## src/rtl/query_key_value_lookup_assert.svh

```systemverilog
// Assertion macros for the query key/value lookup block.
`ifndef QUERY_KEY_VALUE_LOOKUP_ASSERT_SVH
`define QUERY_KEY_VALUE_LOOKUP_ASSERT_SVH
`ifndef ASSERT_OFF
// Checks an implication on every clock edge outside reset.
`define KVL_ASSERT(lbl, prop) \
	lbl: assert property (@(posedge clk) disable iff (!arst_n) prop) \
		else $error("query_key_value_lookup assertion failed");
// Checks that a condition holds in the cycle after its trigger.
`define KVL_ASSERT_NEXT(lbl, trig, cond) \
	lbl: assert property (@(posedge clk) disable iff (!arst_n) (trig) |=> (cond)) \
		else $error("query_key_value_lookup assertion failed");
`else
`define KVL_ASSERT(lbl, prop)
`define KVL_ASSERT_NEXT(lbl, trig, cond)
`endif
`endif

```

## src/rtl/kvl_pkg.sv

```systemverilog
// Shared types, codes and helpers for the query key/value lookup block.
package kvl_pkg;

	localparam logic [1:0] ACT_CLEAR  = 2'd0;
	localparam logic [1:0] ACT_APPEND = 2'd1;
	localparam logic [1:0] ACT_QUERY  = 2'd2;
	localparam logic [1:0] ACT_END    = 2'd3;

	localparam logic [7:0] ASCII_AMP     = 8'h26;
	localparam logic [7:0] ASCII_EQ      = 8'h3D;
	localparam logic [7:0] ASCII_UPPER_A = 8'h41;
	localparam logic [7:0] ASCII_UPPER_Z = 8'h5A;
	localparam logic [7:0] CASE_OFFSET   = 8'd32;

	localparam logic [15:0] POS_MAX = 16'hFFFF;

	typedef struct packed {
		logic        found;
		logic        has_value;
		logic [15:0] value_offset;
		logic [15:0] value_length;
		logic        query_too_long;
	} kvl_res_t;

	function automatic logic [7:0] fold_case(input logic [7:0] c);
		logic [7:0] r;
		r = c;
		if (c inside {[ASCII_UPPER_A:ASCII_UPPER_Z]}) begin
			r = c + CASE_OFFSET;
		end
		return r;
	endfunction

endpackage

```

## src/rtl/kvl_if.sv

```systemverilog
// Valid/ready channel interfaces for query items and lookup results.
interface kvl_in_if;
	logic       valid;
	logic       ready;
	logic [1:0] action;
	logic [7:0] data_byte;

	modport source (output valid, output action, output data_byte, input ready);
	modport sink (input valid, input action, input data_byte, output ready);
endinterface

interface kvl_out_if;
	logic        valid;
	logic        ready;
	logic        found;
	logic        has_value;
	logic [15:0] value_offset;
	logic [15:0] value_length;
	logic        query_too_long;

	modport source (output valid, output found, output has_value, output value_offset,
		output value_length, output query_too_long, input ready);
	modport sink (input valid, input found, input has_value, input value_offset,
		input value_length, input query_too_long, output ready);
endinterface

```

## src/rtl/kvl_key_mem.sv

```systemverilog
// Search key byte store: one write port, one registered read port.
module kvl_key_mem #(
	parameter int DEPTH = 255,
	parameter int AW    = 8
) (
	input  logic          clk,
	input  logic          wr_en,
	input  logic [AW-1:0] wr_addr,
	input  logic [7:0]    wr_data,
	input  logic [AW-1:0] rd_addr,
	output logic [7:0]    rd_data
);

	logic [7:0] mem [0:DEPTH-1];
	logic [7:0] rd_q;

	always_ff @(posedge clk) begin
		if (wr_en) begin
			mem[wr_addr] <= wr_data;
		end
	end

	// Forward the byte being written when it lands on the read address.
	always_ff @(posedge clk) begin
		if (wr_en && (wr_addr == rd_addr)) begin
			rd_q <= wr_data;
		end else begin
			rd_q <= mem[rd_addr];
		end
	end

	assign rd_data = rd_q;

endmodule

```

## src/rtl/kvl_scanner.sv

```systemverilog
// Pair scanner: key length, match state, position counting and result forming.
module kvl_scanner import kvl_pkg::*; #(
	parameter int KEY_MAX = 255,
	parameter int AW      = 8,
	parameter int LEN_W   = 9
) (
	input  logic          clk,
	input  logic          arst_n,
	input  logic          go,
	input  logic [1:0]    action,
	input  logic [7:0]    data_byte,
	input  logic [7:0]    key_byte,
	output logic          wr_en,
	output logic [AW-1:0] wr_addr,
	output logic [7:0]    wr_data,
	output logic [AW-1:0] rd_addr,
	output kvl_res_t      res
);

	localparam logic [1:0] PH_KEY   = 2'd0;
	localparam logic [1:0] PH_SKIP  = 2'd1;
	localparam logic [1:0] PH_VALUE = 2'd2;
	localparam logic [1:0] PH_DONE  = 2'd3;

	localparam logic [LEN_W-1:0] KMAX = LEN_W'(KEY_MAX);

	logic [LEN_W-1:0] len_q, len_n;
	logic [1:0]       phase_q, phase_n;
	logic [LEN_W-1:0] kp_q, kp_n;
	logic             still_q, still_n;
	logic             found_q, found_n;
	logic             hv_q, hv_n;
	logic [15:0]      start_q, start_n;
	logic [15:0]      cnt_q, cnt_n;
	logic [15:0]      qpos_q, qpos_n;
	logic             ovf_q, ovf_n;

	logic key_match;
	logic last_hit;
	logic restart;

	assign key_match = still_q && (len_q <= KMAX) && (kp_q == len_q);
	assign last_hit  = (phase_q == PH_KEY) && (kp_q != '0) && key_match;

	always_comb begin
		len_n   = len_q;
		phase_n = phase_q;
		kp_n    = kp_q;
		still_n = still_q;
		found_n = found_q;
		hv_n    = hv_q;
		start_n = start_q;
		cnt_n   = cnt_q;
		qpos_n  = qpos_q;
		ovf_n   = ovf_q;
		restart = 1'b0;
		if (go) begin
			case (action)
				ACT_CLEAR: begin
					len_n   = '0;
					restart = 1'b1;
				end
				ACT_APPEND: begin
					if (len_q <= KMAX) begin
						len_n = len_q + 1'b1;
					end
					restart = 1'b1;
				end
				ACT_QUERY: begin
					if (qpos_q == POS_MAX) begin
						ovf_n = 1'b1;
					end else begin
						qpos_n = qpos_q + 16'd1;
					end
					case (phase_q)
						PH_KEY: begin
							if (data_byte == ASCII_AMP) begin
								if (key_match) begin
									found_n = 1'b1;
									hv_n    = 1'b0;
									start_n = '0;
									cnt_n   = '0;
									phase_n = PH_DONE;
								end else begin
									kp_n    = '0;
									still_n = 1'b1;
								end
							end else if (data_byte == ASCII_EQ) begin
								if (key_match) begin
									found_n = 1'b1;
									hv_n    = 1'b1;
									start_n = (qpos_q == POS_MAX) ? POS_MAX : qpos_q + 16'd1;
									cnt_n   = '0;
									phase_n = PH_VALUE;
								end else begin
									phase_n = PH_SKIP;
								end
							end else begin
								if ((kp_q < len_q) && (kp_q < KMAX)) begin
									if (fold_case(data_byte) != fold_case(key_byte)) begin
										still_n = 1'b0;
									end
								end else begin
									still_n = 1'b0;
								end
								if (kp_q <= KMAX) begin
									kp_n = kp_q + 1'b1;
								end
							end
						end
						PH_SKIP: begin
							if (data_byte == ASCII_AMP) begin
								phase_n = PH_KEY;
								kp_n    = '0;
								still_n = 1'b1;
							end
						end
						PH_VALUE: begin
							if (data_byte == ASCII_AMP) begin
								phase_n = PH_DONE;
							end else if (cnt_q != POS_MAX) begin
								cnt_n = cnt_q + 16'd1;
							end
						end
						default: begin
						end
					endcase
				end
				ACT_END: begin
					restart = 1'b1;
				end
				default: begin
				end
			endcase
			if (restart) begin
				phase_n = PH_KEY;
				kp_n    = '0;
				still_n = 1'b1;
				found_n = 1'b0;
				hv_n    = 1'b0;
				start_n = '0;
				cnt_n   = '0;
				qpos_n  = '0;
				ovf_n   = 1'b0;
			end
		end
	end

	always_ff @(posedge clk or negedge arst_n) begin
		if (!arst_n) begin
			len_q   <= '0;
			phase_q <= PH_KEY;
			kp_q    <= '0;
			still_q <= 1'b1;
			found_q <= 1'b0;
			hv_q    <= 1'b0;
			start_q <= '0;
			cnt_q   <= '0;
			qpos_q  <= '0;
			ovf_q   <= 1'b0;
		end else begin
			len_q   <= len_n;
			phase_q <= phase_n;
			kp_q    <= kp_n;
			still_q <= still_n;
			found_q <= found_n;
			hv_q    <= hv_n;
			start_q <= start_n;
			cnt_q   <= cnt_n;
			qpos_q  <= qpos_n;
			ovf_q   <= ovf_n;
		end
	end

	assign wr_en   = go && (action == ACT_APPEND) && (len_q < KMAX);
	assign wr_addr = len_q[AW-1:0];
	assign wr_data = data_byte;
	// Prefetch the key byte for the next key position.
	assign rd_addr = kp_n[AW-1:0];

	// A match of a trailing pair without '=' only happens when nothing matched before.
	always_comb begin
		res.found          = found_q || last_hit;
		res.has_value      = found_q && hv_q;
		res.value_offset   = (found_q && hv_q) ? start_q : '0;
		res.value_length   = (found_q && hv_q) ? cnt_q : '0;
		res.query_too_long = ovf_q;
	end

endmodule

```

## src/rtl/query_key_value_lookup.sv

```systemverilog
// Query key/value lookup takes one transfer per clock on the query channel: clear
// the search key, append a key byte, give a query byte, or mark the end of the
// query. Items are taken at one per cycle, back to back, but for the stall below; the rate is
// set by the single compare of each query byte against the key byte that the
// key memory read port has prefetched for the current key position. An
// end-of-query item raises result valid once it leaves the input register, held in a
// result register so that new items keep flowing while it waits; only a further
// end-of-query item stalls in the input register while that result is unclaimed.
// Keys are matched without regard to ASCII case; a key longer than KEY_MAX never
// matches.
module query_key_value_lookup import kvl_pkg::*; #(
	parameter int KEY_MAX = 255
) (
	input  logic              clk,
	input  logic              arst_n,
	kvl_in_if.sink            query,
	kvl_out_if.source         result
);

`include "query_key_value_lookup_assert.svh"

	localparam int AW    = (KEY_MAX > 1) ? $clog2(KEY_MAX) : 1;
	localparam int LEN_W = $clog2(KEY_MAX + 2);

	logic       s1_valid_q;
	logic [1:0] s1_action_q;
	logic [7:0] s1_byte_q;
	logic       s1_go;

	logic       res_valid_q;
	kvl_res_t   res_q;
	kvl_res_t   res_d;

	logic          wr_en;
	logic [AW-1:0] wr_addr;
	logic [7:0]    wr_data;
	logic [AW-1:0] rd_addr;
	logic [7:0]    key_byte;

	// Hold an end-of-query item only while the previous result is still unclaimed.
	assign s1_go = s1_valid_q && ((s1_action_q != ACT_END) || !res_valid_q || result.ready);
	assign query.ready = !s1_valid_q || s1_go;

	always_ff @(posedge clk or negedge arst_n) begin
		if (!arst_n) begin
			s1_valid_q <= 1'b0;
		end else if (query.valid && query.ready) begin
			s1_valid_q <= 1'b1;
		end else if (s1_go) begin
			s1_valid_q <= 1'b0;
		end
	end

	always_ff @(posedge clk) begin
		if (query.valid && query.ready) begin
			s1_action_q <= query.action;
			s1_byte_q   <= query.data_byte;
		end
	end

	kvl_key_mem #(
		.DEPTH (KEY_MAX),
		.AW    (AW)
	) u_key_mem (
		.clk     (clk),
		.wr_en   (wr_en),
		.wr_addr (wr_addr),
		.wr_data (wr_data),
		.rd_addr (rd_addr),
		.rd_data (key_byte)
	);

	kvl_scanner #(
		.KEY_MAX (KEY_MAX),
		.AW      (AW),
		.LEN_W   (LEN_W)
	) u_scanner (
		.clk       (clk),
		.arst_n    (arst_n),
		.go        (s1_go),
		.action    (s1_action_q),
		.data_byte (s1_byte_q),
		.key_byte  (key_byte),
		.wr_en     (wr_en),
		.wr_addr   (wr_addr),
		.wr_data   (wr_data),
		.rd_addr   (rd_addr),
		.res       (res_d)
	);

	always_ff @(posedge clk or negedge arst_n) begin
		if (!arst_n) begin
			res_valid_q <= 1'b0;
		end else if (s1_go && (s1_action_q == ACT_END)) begin
			res_valid_q <= 1'b1;
		end else if (result.ready) begin
			res_valid_q <= 1'b0;
		end
	end

	always_ff @(posedge clk) begin
		if (s1_go && (s1_action_q == ACT_END)) begin
			res_q <= res_d;
		end
	end

	assign result.valid          = res_valid_q;
	assign result.found          = res_q.found;
	assign result.has_value      = res_q.has_value;
	assign result.value_offset   = res_q.value_offset;
	assign result.value_length   = res_q.value_length;
	assign result.query_too_long = res_q.query_too_long;

	`KVL_ASSERT(a_res_from_end,
		$rose(res_valid_q) |-> $past(s1_valid_q && (s1_action_q == ACT_END)))
	`KVL_ASSERT(a_no_value_when_missed,
		(res_valid_q && !res_q.found) |-> (!res_q.has_value &&
		(res_q.value_offset == 16'd0) && (res_q.value_length == 16'd0)))
	`KVL_ASSERT(a_stall_blocks_input, (s1_valid_q && !s1_go) |-> !query.ready)
	`KVL_ASSERT_NEXT(a_result_loaded, s1_go && (s1_action_q == ACT_END), res_valid_q)

endmodule
```

## src/flat_wrapper.sv

```systemverilog
// flat-port wrapper written by rule: the top's interface ports become plain ports
module query_key_value_lookup_flat import kvl_pkg::*;
#(
	parameter int KEY_MAX = 255
)
  (clk, arst_n, query_valid, query_action, query_data_byte, query_ready, result_valid, result_found, result_has_value, result_value_offset, result_value_length, result_query_too_long, result_ready);
  kvl_in_if query_i ();
  kvl_out_if result_i ();
  input  logic clk;
  input  logic arst_n;
  input wire logic [$bits(query_i.valid)-1:0] query_valid;
  input wire logic [$bits(query_i.action)-1:0] query_action;
  input wire logic [$bits(query_i.data_byte)-1:0] query_data_byte;
  output wire logic [$bits(query_i.ready)-1:0] query_ready;
  output wire logic [$bits(result_i.valid)-1:0] result_valid;
  output wire logic [$bits(result_i.found)-1:0] result_found;
  output wire logic [$bits(result_i.has_value)-1:0] result_has_value;
  output wire logic [$bits(result_i.value_offset)-1:0] result_value_offset;
  output wire logic [$bits(result_i.value_length)-1:0] result_value_length;
  output wire logic [$bits(result_i.query_too_long)-1:0] result_query_too_long;
  input wire logic [$bits(result_i.ready)-1:0] result_ready;
  assign query_i.valid = query_valid;
  assign query_i.action = query_action;
  assign query_i.data_byte = query_data_byte;
  assign query_ready = query_i.ready;
  assign result_valid = result_i.valid;
  assign result_found = result_i.found;
  assign result_has_value = result_i.has_value;
  assign result_value_offset = result_i.value_offset;
  assign result_value_length = result_i.value_length;
  assign result_query_too_long = result_i.query_too_long;
  assign result_i.ready = result_ready;
  query_key_value_lookup #(.KEY_MAX(KEY_MAX)) u_core (.clk(clk), .arst_n(arst_n), .query(query_i), .result(result_i));
endmodule
```

## config.mk

```make
export PLATFORM = sky130hd
export DESIGN_NAME = query_key_value_lookup_flat
export DESIGN_NICKNAME = d
export VERILOG_FILES = /design/src/rtl/kvl_pkg.sv /design/src/rtl/kvl_if.sv /design/src/rtl/kvl_key_mem.sv /design/src/rtl/kvl_scanner.sv /design/src/rtl/query_key_value_lookup.sv /design/src/flat_wrapper.sv
export VERILOG_INCLUDE_DIRS = /design/src /design/src/rtl
export SDC_FILE = /design/constraint.sdc
export NUM_CORES = 2
export LEC_CHECK = 0
export BUFFER_PORTS_ARGS = -buffer_cell sky130_fd_sc_hd__buf_2
export CORE_MARGIN = 4
export CORE_UTILIZATION = 60
export DETAILED_ROUTE_END_ITERATION = 8
export PLACE_DENSITY = 0.78
export SLEW_MARGIN = 20
export SYNTH_ARGS = -nofsm -noshare
export SYNTH_HDL_FRONTEND = slang
export SYNTH_SLANG_ARGS = --single-unit
```

## constraint.sdc

```tcl
create_clock -name clk -period 6.7 [get_ports clk]
set_input_delay 0.335 -clock clk [delete_from_list [all_inputs] [get_ports clk]]
set_output_delay 0.335 -clock clk [all_outputs]
set_load 0.02 [all_outputs]
```

Word-level counts from Yosys, hierarchy flattened
Memories as Yosys holds them, arrays and structs flattened. A register that Yosys moved wholly into a read port is not among the register bits.
Cells that the tools add are included.
{"block": "totals", "register_bits": 119, "ram_bits": 2040, "in_bits": 14, "out_inout_bits": 37, "elab_cells": 190, "n_memories": 1}
{"block": "classes", "add_sub_neg": 6, "magnitude_cmp": 9, "eq_ne": 26, "muxes": 86, "n_reduce_logical": 42}
{"name": "u_core.u_key_mem.mem", "depth": 255, "word_bits": 8, "rd": 1, "rd_ports_with_merged_regs": 1, "wr": 1, "line_no": "kvl_key_mem.sv:14", "source": "logic [7:0] mem [0:DEPTH-1];"}
{"operator": "16-bit two-way mux", "n": 18}
{"operator": "8-bit two-way mux", "n": 15}
{"operator": "9-bit two-way mux", "n": 8}
{"operator": "9-bit one-hot mux with 2 select lines", "n": 2}
{"operator": "16-bit by 1-bit adder with 16-bit output, second input constant", "n": 2}
{"operator": "1-bit two-way mux", "n": 32}
{"operator": "16-bit one-hot mux with 2 select lines", "n": 1}
{"operator": "7-bit AND reduction", "n": 3}
{"operator": "9-bit by 1-bit adder with 9-bit output, second input constant", "n": 2}
{"operator": "9-bit by 8-bit less-or-equal comparator with 1-bit output, second input constant", "n": 2}
{"operator": "9-bit by 8-bit less-than comparator with 1-bit output, second input constant", "n": 2}
{"operator": "8-bit by 6-bit adder with 8-bit output, second input constant", "n": 2}
{"operator": "16-bit == test, second input constant", "n": 1}
{"operator": "8-bit by 6-bit == test with 1-bit output, second input constant", "n": 2}
{"operator": "8-bit by 7-bit >= comparator with 1-bit output, second input constant", "n": 2}
{"operator": "8-bit by 7-bit less-or-equal comparator with 1-bit output, second input constant", "n": 2}
{"operator": "2-bit two-way mux", "n": 8}
{"operator": "16-bit != test, second input constant", "n": 1}
{"operator": "1-bit logical AND", "n": 13}
{"operator": "3-bit != test, second input constant", "n": 4}
{"operator": "4-bit by 3-bit != test with 1-bit output, second input constant", "n": 3}
{"operator": "6-bit AND reduction", "n": 2}
{"operator": "2-bit nonzero test", "n": 6}
{"operator": "9-bit == test", "n": 1}
{"operator": "20 further kinds", "n": 35}

Logic depth before layout (Yosys ltp)
{"block": "depth", "depth_word": 17, "mapped_depth": 20, "mapped_depth_nobuf": 14}

Cells and area by module
A second synthesis with hierarchy kept.
{"block": "hier_totals", "hier_cells": 4552, "area_unflattened_um2": 87016.0}
{"module": "kvl_key_mem", "n_inst": 1, "cells_per_inst": 3910, "area_per_inst_um2": 80485.9, "seq_area_each_um2": 61418.9}
{"module": "kvl_scanner", "n_inst": 1, "cells_per_inst": 585, "area_per_inst_um2": 5058.6, "seq_area_each_um2": 1803.0}
{"module": "query_key_value_lookup", "n_inst": 1, "cells_per_inst": 57, "area_per_inst_um2": 1471.4, "seq_area_each_um2": 1401.3}

Least setup slack after synthesis
OpenSTA, ideal clock, no wires.
{"block": "synth_timing", "path_kind": "reg-to-reg", "from": "reg u_core.s1_byte_q[0]", "to": "reg u_core.u_scanner.still_q", "setup_ns": 0.085, "t_arrival_ns": 5.614, "required_ns": 6.615, "path_slack_ns": 1.001, "stages_incl_launch_ff": 12, "synth_period_minus_slack_ns": 5.699, "path_cell_list": "edfxtp_1 -> nor3_1 -> nand2_1 -> o21ai_0 -> nor4b_1 -> a21oi_1 -> xnor2_1 -> xor2_1 -> a22oi_1 -> o22ai_1 -> a31oi_1 -> mux2_1"}
{"block": "synth_between", "elab_chain_len": 12}
{"item": "start: declaration", "line_no": "query_key_value_lookup.sv:27", "source": "logic [7:0] s1_byte_q;"}
{"item": "start signal: assignment", "line_no": "query_key_value_lookup.sv:57", "source": "s1_byte_q <= query.data_byte;"}
{"item": "8-bit by 7-bit >= comparator with 1-bit output / 8-bit by 7-bit less-or-equal comparator with 1-bit output (equally long branches)", "line_no": "kvl_pkg.sv:28", "source": "if (c inside {[ASCII_UPPER_A:ASCII_UPPER_Z]}) begin"}
{"item": "1-bit logical AND", "line_no": "kvl_pkg.sv:28"}
{"item": "8-bit two-way mux", "line_no": "kvl_pkg.sv:28"}
{"item": "8-bit two-way mux", "line_no": "kvl_scanner.sv:99", "source": "if ((kp_q < len_q) && (kp_q < KMAX)) begin"}
{"item": "8-bit two-way mux", "line_no": "kvl_scanner.sv:88", "source": "end else if (data_byte == ASCII_EQ) begin"}
{"item": "8-bit two-way mux", "line_no": "kvl_scanner.sv:77", "source": "if (data_byte == ASCII_AMP) begin"}
{"item": "8-bit two-way mux", "line_no": "kvl_scanner.sv:75", "source": "case (phase_q)"}
{"item": "8-bit two-way mux", "line_no": "kvl_scanner.sv:58", "source": "case (action)"}
{"item": "8-bit two-way mux", "line_no": "kvl_scanner.sv:57", "source": "if (go) begin"}
{"item": "8-bit != test", "line_no": "kvl_scanner.sv:100", "source": "if (fold_case(data_byte) != fold_case(key_byte)) begin"}
{"item": "5-bit by 3-bit != test with 1-bit output (no source line)"}
{"item": "7-bit AND reduction (no source line)"}
{"item": "end signal: assignment", "line_no": "kvl_scanner.sv:165", "source": "still_q <= still_n;"}
{"item": "end: declaration", "line_no": "kvl_scanner.sv:30", "source": "logic still_q, still_n;"}
Parallel ways exist; a longest one is shown, timed or not. The select of a mux whose other input is x is not followed.
A chain may end at the register's enable or synchronous reset.

==> results.sh <==
export IMPL_htreeDepth=4
export IMPL_grt_max_degree=215
export IMPL_cts_sinks=2167
export IMPL_ys_async_sr_fraction_pct=3.41
export IMPL_synth_edf_count=2085
export IMPL_hpwl_mm=132
export IMPL_overflow=0
export IMPL_max_vdd_ir_drop_uv=310
export IMPL_cts_tree="built"
export IMPL_power_density_mw_per_mm2=296
export IMPL_drt_iter0_markers=7204
export IMPL_fin_tns_setup_ns=0
export IMPL_max_freq_ghz=0.193
export IMPL_p_comb_share_pct=6.9
export IMPL_yosysUniqueCellTypes=86
export IMPL_yosys_top_cells_area="edfxtp_1 72%, mux4_2 12%, mux2i_1 2.5%"
export IMPL_p_sw_share_pct=22.3
export IMPL_clkTransAtPathRegs_ns=0.06
export IMPL_skew_ns=0.0336
export IMPL_finalMaxSlewViolations=0
export IMPL_layout_core_utilization_pct=66.4
export IMPL_critPathArrivalTime_ns=5.96
export IMPL_synth_simple_gate_area_share_pct=4.45
export IMPL_rows=139
export IMPL_portBuffers=50
export IMPL_synth_area_mm2=0.0864
export IMPL_fp_dieH_um=388
export IMPL_p_sw_mw=6.28
export IMPL_cts_buffer_depth=3
export IMPL_place_area_mm2=0.0884
export IMPL_min_path_type="in -> async"
export IMPL_p_leak_nw=29.3
export IMPL_hold_viol_final=0
export IMPL_path_max_fanout=28
export IMPL_seq_area_frac_synth_pct=74.8
export IMPL_crit_type="reg -> reg"
export IMPL_core_mm2=0.143
export IMPL_routed_via_density=6.91
export IMPL_nNetsFinal=4628
export IMPL_yosys_area_top_type="edfxtp_1"
export IMPL_synthAdderAreaFrac_pct=0.333
export IMPL_synth_warnings=0
export IMPL_antenna_found_initial=4
export IMPL_vias=46100
export IMPL_wirelength_mm=222
export IMPL_wl_per_cell_um=33.3
export IMPL_layout_drive_gt1_share_pct=20.4
export IMPL_cts_setup_buffers=0
export IMPL_ant_nets=0
export IMPL_worstSetupEndpointType="register"
export IMPL_synth_top_flop_cell="edfxtp_1"
export IMPL_cell_internal_pwr_mw=21.9
export IMPL_min_period_ns=5.19
export IMPL_fin_area_mm2=0.0951
export IMPL_drt_pass1_iterations=8
export IMPL_place_congestion=0.948
export IMPL_netlist_instances=4454
export IMPL_start_util_pct=60.3
export IMPL_rsz0062_at_grt="no"
export IMPL_num_io_pins=51
export IMPL_syn_avg_cell_area_um2=19.4
export IMPL_maxCapViolCount=0
export IMPL_worst_pin_slew_ns=1.18
export IMPL_numCtsBuffers=203
export IMPL_clk_latency_ns=0.85
export IMPL_die_w_um=388
export IMPL_synth_fp_nets=4491
export IMPL_drc=0
export IMPL_synth_xor_area_share_pct=0.243
export IMPL_synth_area_mux_share_pct=14.8
export IMPL_grt_pass1_wl_mm=322
export IMPL_status="complete, no violations"
export IMPL_cts_root_buf="clkbuf_16"
export IMPL_syn_to_final_growth_pct=10.0
export IMPL_netlist_area_leader_share_pct=72.4
export IMPL_synth_top_family_by_area="multiplexers"
export IMPL_dieArea_mm2=0.150
export IMPL_worstSetupStartpointType="register"
export IMPL_grt_usage_pct=29.5
export IMPL_p_seq_share_pct=53.1
export IMPL_slew_headroom_pct=19.2
export IMPL_ys_ff_latch=2167
export IMPL_pwr_share_clk_pct=40.0
export IMPL_setup_violations_final=0
export IMPL_fin_crit_sh_pct=77.5
export IMPL_crit_required_ns=7.47
export IMPL_synth_compound_area_share_pct=3.31
export IMPL_grt_pass1_vias=45400
## power groups by stage
stage	Clock, mW	Combinational (mW)	Sequential (mW)
floorplan	0	1.26	15.3
global placement	0	1.87	15.2
detailed placement	0	1.90	15.2
CTS	11.3	1.92	15.0
global route	11.9	2.05	14.9
finish	11.3	1.95	15.0
## cell families after synthesis
group,count (synthesis)
simple gates,850
compound gates,420
xor+xnor,24
flops,2167
fa+ha+maj,23
buf+inv,271
mux,699
## per-stage QoR
step	total power, mW	instances	hold slack [ns]	worst slack [ns]
finish	28.2	6676	0.219	1.51
global route	28.9	6674	0.220	1.22
CTS	28.2	6673	0.172	1.58
detailed placement	17.1	6274	0.463	1.61
global placement	17.1	6274	0.456	1.56
floorplan	16.6	4454	0.0394	1.00
## layout by cell type, fill, tap and decap left out, types with 19 or more instances in the layout
master,n
nor2_1,350
inv_1,19
nand2_1,206
mux2_2,29
and3_1,48
o21ai_0,100
a211oi_1,29
clkinv_1,43
clkbuf_16,206
nand3_1,79
mux2i_1,213
a22oi_1,73
nand2b_1,31
dfrtp_1,73
clkbuf_1,54
nor2b_1,31
buf_4,99
mux4_2,447
ha_1,23
a21oi_1,57
clkinv_2,37
buf_2,49
edfxtp_1,2085
## layer usage
metal	track usage, %	wire [um]
met4	11.4	9720
met3	8.75	29000
met5	0	0
met2	44.9	104000
met1	41.0	79100
## final timing paths
path | end | start | cells past startpoint | slack (ns)
max | u_core.u_scanner.still_q | register | 14 | 1.51
min | u_core.result.valid | arst_n | 2 | 0.22
max reg2reg | u_core.u_scanner.still_q | register | 14 | 1.51
min reg2reg | u_core.u_scanner.start_q[3] | u_core.u_scanner.start_q[3] | 1 | 0.48
max in group asynchronous | u_core.u_scanner.len_q[0] | arst_n | 2 | 5.81
min in group clk | u_core.s1_byte_q[3] | query_data_byte[3] | 2 | 0.23
## Yosys cell counts, types with 35 or more instances
| cell | n |
|---|---|
| buf_6 | 57 |
| o21ai_0 | 100 |
| a22oi_1 | 73 |
| edfxtp_1 | 2085 |
| buf_2 | 41 |
| clkbuf_1 | 84 |
| nor2b_1 | 35 |
| nand2_1 | 210 |
| mux2i_1 | 213 |
| and3_1 | 48 |
| a21oi_1 | 57 |
| buf_4 | 55 |
| dfrtp_1 | 73 |
| nor2_1 | 353 |
| nand3_1 | 79 |
| mux4_2 | 447 |
## sequential cells by signal, summed over array words and instances, names as in the netlist, named ones only
signal and flops:
u_core.u_key_mem.mem 2040, u_core.result.value_length 16, u_core.result.value_offset 16, u_core.u_scanner.cnt_q 16
u_core.u_scanner.qpos_q 16, u_core.u_scanner.start_q 16, u_core.u_scanner.kp_q 9, u_core.u_scanner.len_q 9
u_core.s1_byte_q 8, u_core.s1_action_q 2, u_core.u_scanner.phase_q 2, u_core.result.found 1
u_core.result.has_value 1, u_core.result.query_too_long 1, u_core.result.valid 1, u_core.s1_valid_q 1
u_core.u_scanner.found_q 1, u_core.u_scanner.hv_q 1, u_core.u_scanner.ovf_q 1, u_core.u_scanner.still_q 1
## critical path: stages (launching register included)
cell	delay, ns
dfxtp_4	0.85
buf_4	0.52
buf_4	0.33
mux4_2	0.56
a22o_1	0.20
a221oi_1	0.26
o22ai_1	0.23
nor3_1	0.74
or4_1	0.31
o21ai_1	0.13
a211oi_2	0.29
a22oi_1	0.09
o22ai_1	0.15
a31oi_1	0.11
mux2_1	0.35
## timing repair
action,4_1_cts,5_1_grt
hold endpoints to repair,85,0
gates resized for setup,0,0
hold buffers,14,0
## area by class of cell
cell class	count	area [um^2]
inverter	21	78.8
antenna	2	5.00
clock inverter	119	1030
sequential	2167	64600
clock buffer	266	5440
tap	1903	2380
multi-input combinational	2016	20000
fill	8966	48200
timing repair buffer	182	1500
Note: power is estimated with default switching activity, not from simulation.
